<file path="config.mk">
export PLATFORM = sky130hd
export DESIGN_NAME = float_format_converter_top
export DESIGN_NICKNAME = d
export VERILOG_FILES = /design/src/rtl/core/ffc_pkg.sv /design/src/rtl/core/float_format_converter_top.sv
export SDC_FILE = /design/constraint.sdc
export NUM_CORES = 1
export LEC_CHECK = 0
export BUFFER_PORTS_ARGS = -buffer_cell sky130_fd_sc_hd__buf_2
export CAP_MARGIN = 20
export CORE_MARGIN = 5
export CORE_UTILIZATION = 23
export CTS_BUF_LIST = sky130_fd_sc_hd__clkbuf_16
export CTS_CLUSTER_DIAMETER = 30
export DETAILED_ROUTE_END_ITERATION = 7
export SYNTH_ARGS = -nofsm -noshare
export SYNTH_HDL_FRONTEND = slang
export SYNTH_SLANG_ARGS = --single-unit
</file>
<file path="constraint.sdc">
create_clock -name clk -period 3.3 [get_ports clk]
set_input_delay 0.66 -clock clk [delete_from_list [all_inputs] [get_ports clk]]
set_output_delay 0.66 -clock clk [all_outputs]
set_load 0.005 [all_outputs]
</file>
<file path="src/rtl/core/ffc_pkg.sv">
// Format codes, constants and conversion functions for the float format converter.
package ffc_pkg;

  localparam logic       ACT_WIDEN  = 1'b0;
  localparam logic       ACT_NARROW = 1'b1;

  localparam logic [1:0] FMT_FP32 = 2'd0;
  localparam logic [1:0] FMT_FP16 = 2'd1;
  localparam logic [1:0] FMT_BF16 = 2'd2;
  localparam logic [1:0] FMT_E4M3 = 2'd3;

  localparam logic [7:0]  FP32_EXP_MAX   = 8'hff;
  localparam logic [7:0]  FP16_BIAS_ADJ  = 8'd112;
  localparam logic [7:0]  E4M3_BIAS_ADJ  = 8'd120;
  localparam logic [7:0]  FP16_EXP_OVF   = 8'd143;
  localparam logic [7:0]  E4M3_EXP_TOP   = 8'd135;
  localparam logic [31:0] FP32_NAN_CODE  = 32'h7fffffff;
  localparam logic [9:0]  FP16_QNAN_MANT = 10'h200;
  localparam logic [2:0]  E4M3_MANT_SAT  = 3'h6;

  function automatic logic [31:0] widen_fp16(input logic [15:0] v);
    logic       sign;
    logic [4:0] exp;
    logic [9:0] mant;
    logic [3:0] msb;
    logic [3:0] shift;
    logic [10:0] norm;
    logic [7:0] e;
    sign = v[15];
    exp  = v[14:10];
    mant = v[9:0];
    msb  = 4'd0;
    for (int i = 0; i < 10; i++) begin
      if (mant[i]) msb = 4'(i);
    end
    shift = 4'd10 - msb;
    norm  = {1'b0, mant} << shift;
    e     = FP16_BIAS_ADJ + 8'd1 - {4'd0, shift};
    if (exp == 5'd0) begin
      if (mant == 10'd0) widen_fp16 = {sign, 31'd0};
      else               widen_fp16 = {sign, e, norm[9:0], 13'd0};
    end else if (exp == 5'h1f) begin
      widen_fp16 = {sign, FP32_EXP_MAX, mant, 13'd0};
    end else begin
      widen_fp16 = {sign, {3'd0, exp} + FP16_BIAS_ADJ, mant, 13'd0};
    end
  endfunction

  function automatic logic [31:0] widen_e4m3(input logic [7:0] v);
    logic       sign;
    logic [3:0] exp;
    logic [2:0] mant;
    logic [1:0] shift;
    logic [3:0] norm;
    logic [7:0] e;
    sign = v[7];
    exp  = v[6:3];
    mant = v[2:0];
    if (mant[2])      shift = 2'd1;
    else if (mant[1]) shift = 2'd2;
    else              shift = 2'd3;
    norm = {1'b0, mant} << shift;
    e    = E4M3_BIAS_ADJ + 8'd1 - {6'd0, shift};
    if (exp == 4'd0) begin
      if (mant == 3'd0) widen_e4m3 = {sign, 31'd0};
      else              widen_e4m3 = {sign, e, norm[2:0], 20'd0};
    end else if (exp == 4'hf && mant == 3'h7) begin
      widen_e4m3 = FP32_NAN_CODE;
    end else begin
      widen_e4m3 = {sign, {4'd0, exp} + E4M3_BIAS_ADJ, mant, 20'd0};
    end
  endfunction

  function automatic logic [15:0] narrow_fp16(input logic [31:0] f);
    logic       sign;
    logic [7:0] exp;
    logic [7:0] e;
    sign = f[31];
    exp  = f[30:23];
    e    = exp - FP16_BIAS_ADJ;
    if (exp == 8'd0 || exp <= FP16_BIAS_ADJ) begin
      narrow_fp16 = {sign, 15'd0};
    end else if (exp == FP32_EXP_MAX) begin
      narrow_fp16 = {sign, 5'h1f, (f[22:0] != 23'd0) ? FP16_QNAN_MANT : 10'd0};
    end else if (exp >= FP16_EXP_OVF) begin
      narrow_fp16 = {sign, 5'h1f, 10'd0};
    end else begin
      narrow_fp16 = {sign, e[4:0], f[22:13]};
    end
  endfunction

  function automatic logic [7:0] narrow_e4m3(input logic [31:0] f);
    logic       sign;
    logic [7:0] exp;
    logic [7:0] e;
    logic [2:0] m3;
    sign = f[31];
    exp  = f[30:23];
    e    = exp - E4M3_BIAS_ADJ;
    m3   = f[22:20];
    if (exp == E4M3_EXP_TOP && m3 > E4M3_MANT_SAT) m3 = E4M3_MANT_SAT;
    if (exp == 8'd0 || exp <= E4M3_BIAS_ADJ) begin
      narrow_e4m3 = {sign, 7'd0};
    end else if (exp == FP32_EXP_MAX) begin
      narrow_e4m3 = {sign, 7'h7f};
    end else if (exp > E4M3_EXP_TOP) begin
      narrow_e4m3 = {sign, 4'hf, E4M3_MANT_SAT};
    end else begin
      narrow_e4m3 = {sign, e[3:0], m3};
    end
  endfunction

endpackage

</file>
<file path="src/rtl/core/float_format_converter_top.sv">
// Float format converter: FP32 to and from FP16, BF16 and FP8 E4M3 bit patterns.
// One transaction is accepted in every cycle; busy stays low. The input is
// registered, converted by one pass of logic and registered again, so each
// result is on out_result_bits with out_strobe high for exactly one cycle,
// in order of acceptance, once its transaction has passed both registers.
// The receiver must take every result in that cycle.
module float_format_converter_top
  import ffc_pkg::*;
(
  input  logic        clk,
  input  logic        rst_n,
  input  logic        start,
  output logic        busy,
  input  logic        in_action,
  input  logic [1:0]  in_format,
  input  logic [31:0] in_value_bits,
  output logic        out_strobe,
  output logic [31:0] out_result_bits
);

  logic        valid_r;
  logic        action_r;
  logic [1:0]  format_r;
  logic [31:0] value_r;
  logic        strobe_r;
  logic [31:0] result_r;
  logic [31:0] result_nxt;

  assign busy = 1'b0;

  always_ff @(posedge clk) begin
    if (!rst_n) begin
      valid_r  <= 1'b0;
      strobe_r <= 1'b0;
    end else begin
      valid_r  <= start & ~busy;
      strobe_r <= valid_r;
    end
  end

  always_ff @(posedge clk) begin
    action_r <= in_action;
    format_r <= in_format;
    value_r  <= in_value_bits;
    result_r <= result_nxt;
  end

  always_comb begin
    if (action_r == ACT_WIDEN) begin
      case (format_r)
        FMT_FP16: result_nxt = widen_fp16(value_r[15:0]);
        FMT_BF16: result_nxt = {value_r[15:0], 16'd0};
        FMT_E4M3: result_nxt = widen_e4m3(value_r[7:0]);
        default:  result_nxt = value_r;
      endcase
    end else begin
      case (format_r)
        FMT_FP16: result_nxt = {16'd0, narrow_fp16(value_r)};
        FMT_BF16: result_nxt = {16'd0, value_r[31:16]};
        FMT_E4M3: result_nxt = {24'd0, narrow_e4m3(value_r)};
        default:  result_nxt = value_r;
      endcase
    end
  end

  assign out_strobe      = strobe_r;
  assign out_result_bits = result_r;

endmodule

</file>
==> flow_metrics.tcl <==
set metrics [dict create \
    setup_violations 0 \
    muxShareOfSynthArea 0.0376 \
    drt_iter0_markers 445 \
    maxSlewViolCount 0 \
    multi_input_area_um2 1850 \
    status "completed" \
    diodes 0 \
    ys_seq_area_frac 0.404 \
    seq_area_um2 1380 \
    cts_max_level 3 \
    place_congestion 0.994 \
    start_util 0.235 \
    wl_per_cell_um 18.4 \
    synth_adder_area_share 0 \
    crit_family "simple AND/OR/NAND/NOR gates" \
    hold_viol 0 \
    power_mw 2.33 \
    clk_latency_ns 0.33 \
    yosys.area_share.simple 0.199 \
    area_growth_syn_to_layout_pct 24.4 \
    ant_nets 0 \
    track_usage 0.136 \
    clockBufferDepth 2 \
    critPathSlowestCell "dfxtp_1" \
    min_period_ns 2.36 \
    synth_edf_count 0 \
    cap_violations 0 \
    chipHeight_um 132 \
    cp_num_buf_inv 0 \
    grt_max_degree 40 \
    place.detailed.hpwl_um 9080 \
    rsz0062_at_grt "false" \
    drt_first_pass_iters 5 \
    grt_overflow_total 0 \
    netlist_area_um2 3420 \
    final_common_cell "buf_2" \
    die_x_um 132 \
    port_buffers 70 \
    worstPathArrival_ns 2.59 \
    cp_max_fo 18 \
    fin_nets 505 \
    grt_pass1_wl_um 19100 \
    clkSinkCount 69 \
    coreArea_um2 14600 \
    drive_gt1_frac 0.227 \
    cts_root_buffer "clkbuf_16" \
    max_freq_mhz 423 \
    syn_nets 448 \
    cts_tree "built" \
    critPathRequiredTime_ns 3.52 \
    syn_inst 410 \
    postPlaceCellArea_um2 3920 \
    routed_via_density 5.31 \
    hp-class "in2reg" \
    synth-xor-area-share 0.00256 \
    routed_wl_um 12100 \
    finish.instance_area_um2 4260 \
    synthDistinctLibCells 65 \
    num_vias 3485 \
    antenna_found_initial 0 \
    cts_buffers 9 \
    yosysWarnings 0 \
    max-slew-margin-rel 0.367 \
    synth_compound_gate_area_share 0.300 \
    cts_setup_buffers 0 \
    powerDensity_nw_per_um2 547 \
    fill_cells 1546 \
    worst_pin_slew_ns 0.945 \
    hold_buffers 0 \
    synth_top_family_by_area "compound AO/OA/AOI/OAI gates" \
    cts_resized 0 \
    grt_pass1_vias 3384 \
    start_kind "register" \
    p_leak_nw 1.75 \
    period_share 0.716 \
    final.setup.tns_ns 0 \
    rows 44 \
    timing.critical_path.cells "nor2b_1 > or3_1 > o211ai_1 > and2_1 > a41oi_1 > a311oi_1" \
    fin_worst_skew_ns 0.00259 \
    synthFlopType "dfxtp_1" \
    synth_seq_cells 69 \
    path_clk_slew_ns 0.05 \
    cpPeakStageDelay_ns 0.76 \
    syn_avg_cell_area_um2 8.35 \
    ioPinCount 72 \
    die_area_um2 17400 \
    synth-async-reset-ratio 0 \
    peakVddDrop_uv 226 \
    drc 0 \
    crit_type "reg2reg" \
    critPathCaptureType "register" \
    mostFrequentLayoutCells "buf_2 (70), dfxtp_1 (69), nor2_1 (46)" \
]
## final cells by class
cell class | count | area share
Multi-Input combinational cell | 297 | 0.435
Sequential cell | 69 | 0.324
Timing Repair Buffer | 78 | 0.0964
Tap cell | 184 | 0.0541
Clock buffer | 9 | 0.0529
Clock inverter | 7 | 0.0267
Inverter | 12 | 0.0106
## state kept, by name, indices dropped and copies added (netlist names)
register         flops
action_r             1
valid_r              1
out_result_bits     32
out_strobe           1
format_r             2
value_r             32
## per-stage QoR
step / worst slack (ns) / std cells / hold WS, ns / utilization
finish: 0.936 / 656 / 0.424 / 0.292
global route: 0.756 / 656 / 0.410 / 0.292
CTS: 0.968 / 656 / 0.410 / 0.292
detailed placement: 0.988 / 640 / 0.440 / 0.269
global placement: 1.05 / 640 / 0.415 / 0.269
floorplan: 1.48 / 410 / 0.412 / -
## kinds of logic (layout without fill, tap and decap cells)
kind of cell / count (synthesis) / in the layout
multiplexers: 11 / 11
flip-flops: 69 / 69
XOR/XNOR: 1 / 1
buffers and inverters: 44 / 106
AO/OA/AOI/OAI: 139 / 139
other: 1 / 1
AND/OR/NAND/NOR: 145 / 145
## cell usage after synthesis, types with 4 or more instances
cell type | n | area (um2)
a31oi_1 | 9 | 56.3
o21bai_1 | 4 | 30.0
clkbuf_1 | 19 | 71.3
inv_1 | 9 | 33.8
a22oi_1 | 9 | 67.6
nor4_1 | 7 | 43.8
nand4_1 | 4 | 25.0
o221ai_1 | 4 | 35.0
buf_2 | 8 | 40.0
a21o_1 | 4 | 30.0
nand2_1 | 43 | 161
o21ai_0 | 16 | 80.1
o22ai_1 | 4 | 25.0
and2_1 | 4 | 25.0
or3_1 | 4 | 25.0
mux2i_1 | 8 | 80.1
a21oi_1 | 23 | 115
nor2b_1 | 6 | 37.5
dfxtp_1 | 69 | 1380
a221o_1 | 22 | 220
o311ai_1 | 4 | 35.0
nor3_1 | 9 | 45.0
nand3_1 | 8 | 40.0
o21ai_1 | 7 | 35.0
nor2_1 | 46 | 173
o31ai_1 | 4 | 30.0
## power by group
group | leakage, nW | internal, mW | switching (mW)
clock | 0.161 | 0.733 | 0.340
sequential | 0.578 | 0.892 | 0.0697
combinational | 1.01 | 0.130 | 0.164
## worst paths after layout
path	to	cells after the start	start	slack, ns
setup / recovery	out_result_bits[14]$_DFF_P_	6	value_r[9]$_DFF_P_	0.94
setup reg to reg	out_result_bits[14]$_DFF_P_	6	value_r[9]$_DFF_P_	0.94
hold / removal	value_r[28]$_DFF_P_	1	in_value_bits[28]	0.42
hold reg to reg	out_strobe$_SDFF_PN0_	1	valid_r$_SDFF_PN0_	0.44
## worst register-to-register path, cell delays in order (launching register included)
cell      delay [ns]
dfxtp_1         0.76
nor2b_1         0.19
or3_1           0.42
o211ai_1        0.23
and2_1          0.22
a41oi_1         0.14
a311oi_1        0.29
## metal layers
metal / GRT usage / vias to the layer above / wire, um
li1: - / 1636 / -
met1: 0.196 / 1580 / 5300
met2: 0.195 / 240 / 5140
met3: 0.0302 / 29 / 1310
met4: 0.0549 / 0 / 306
met5: 0 / - / 0
Note: power is estimated with default switching activity, not from simulation.
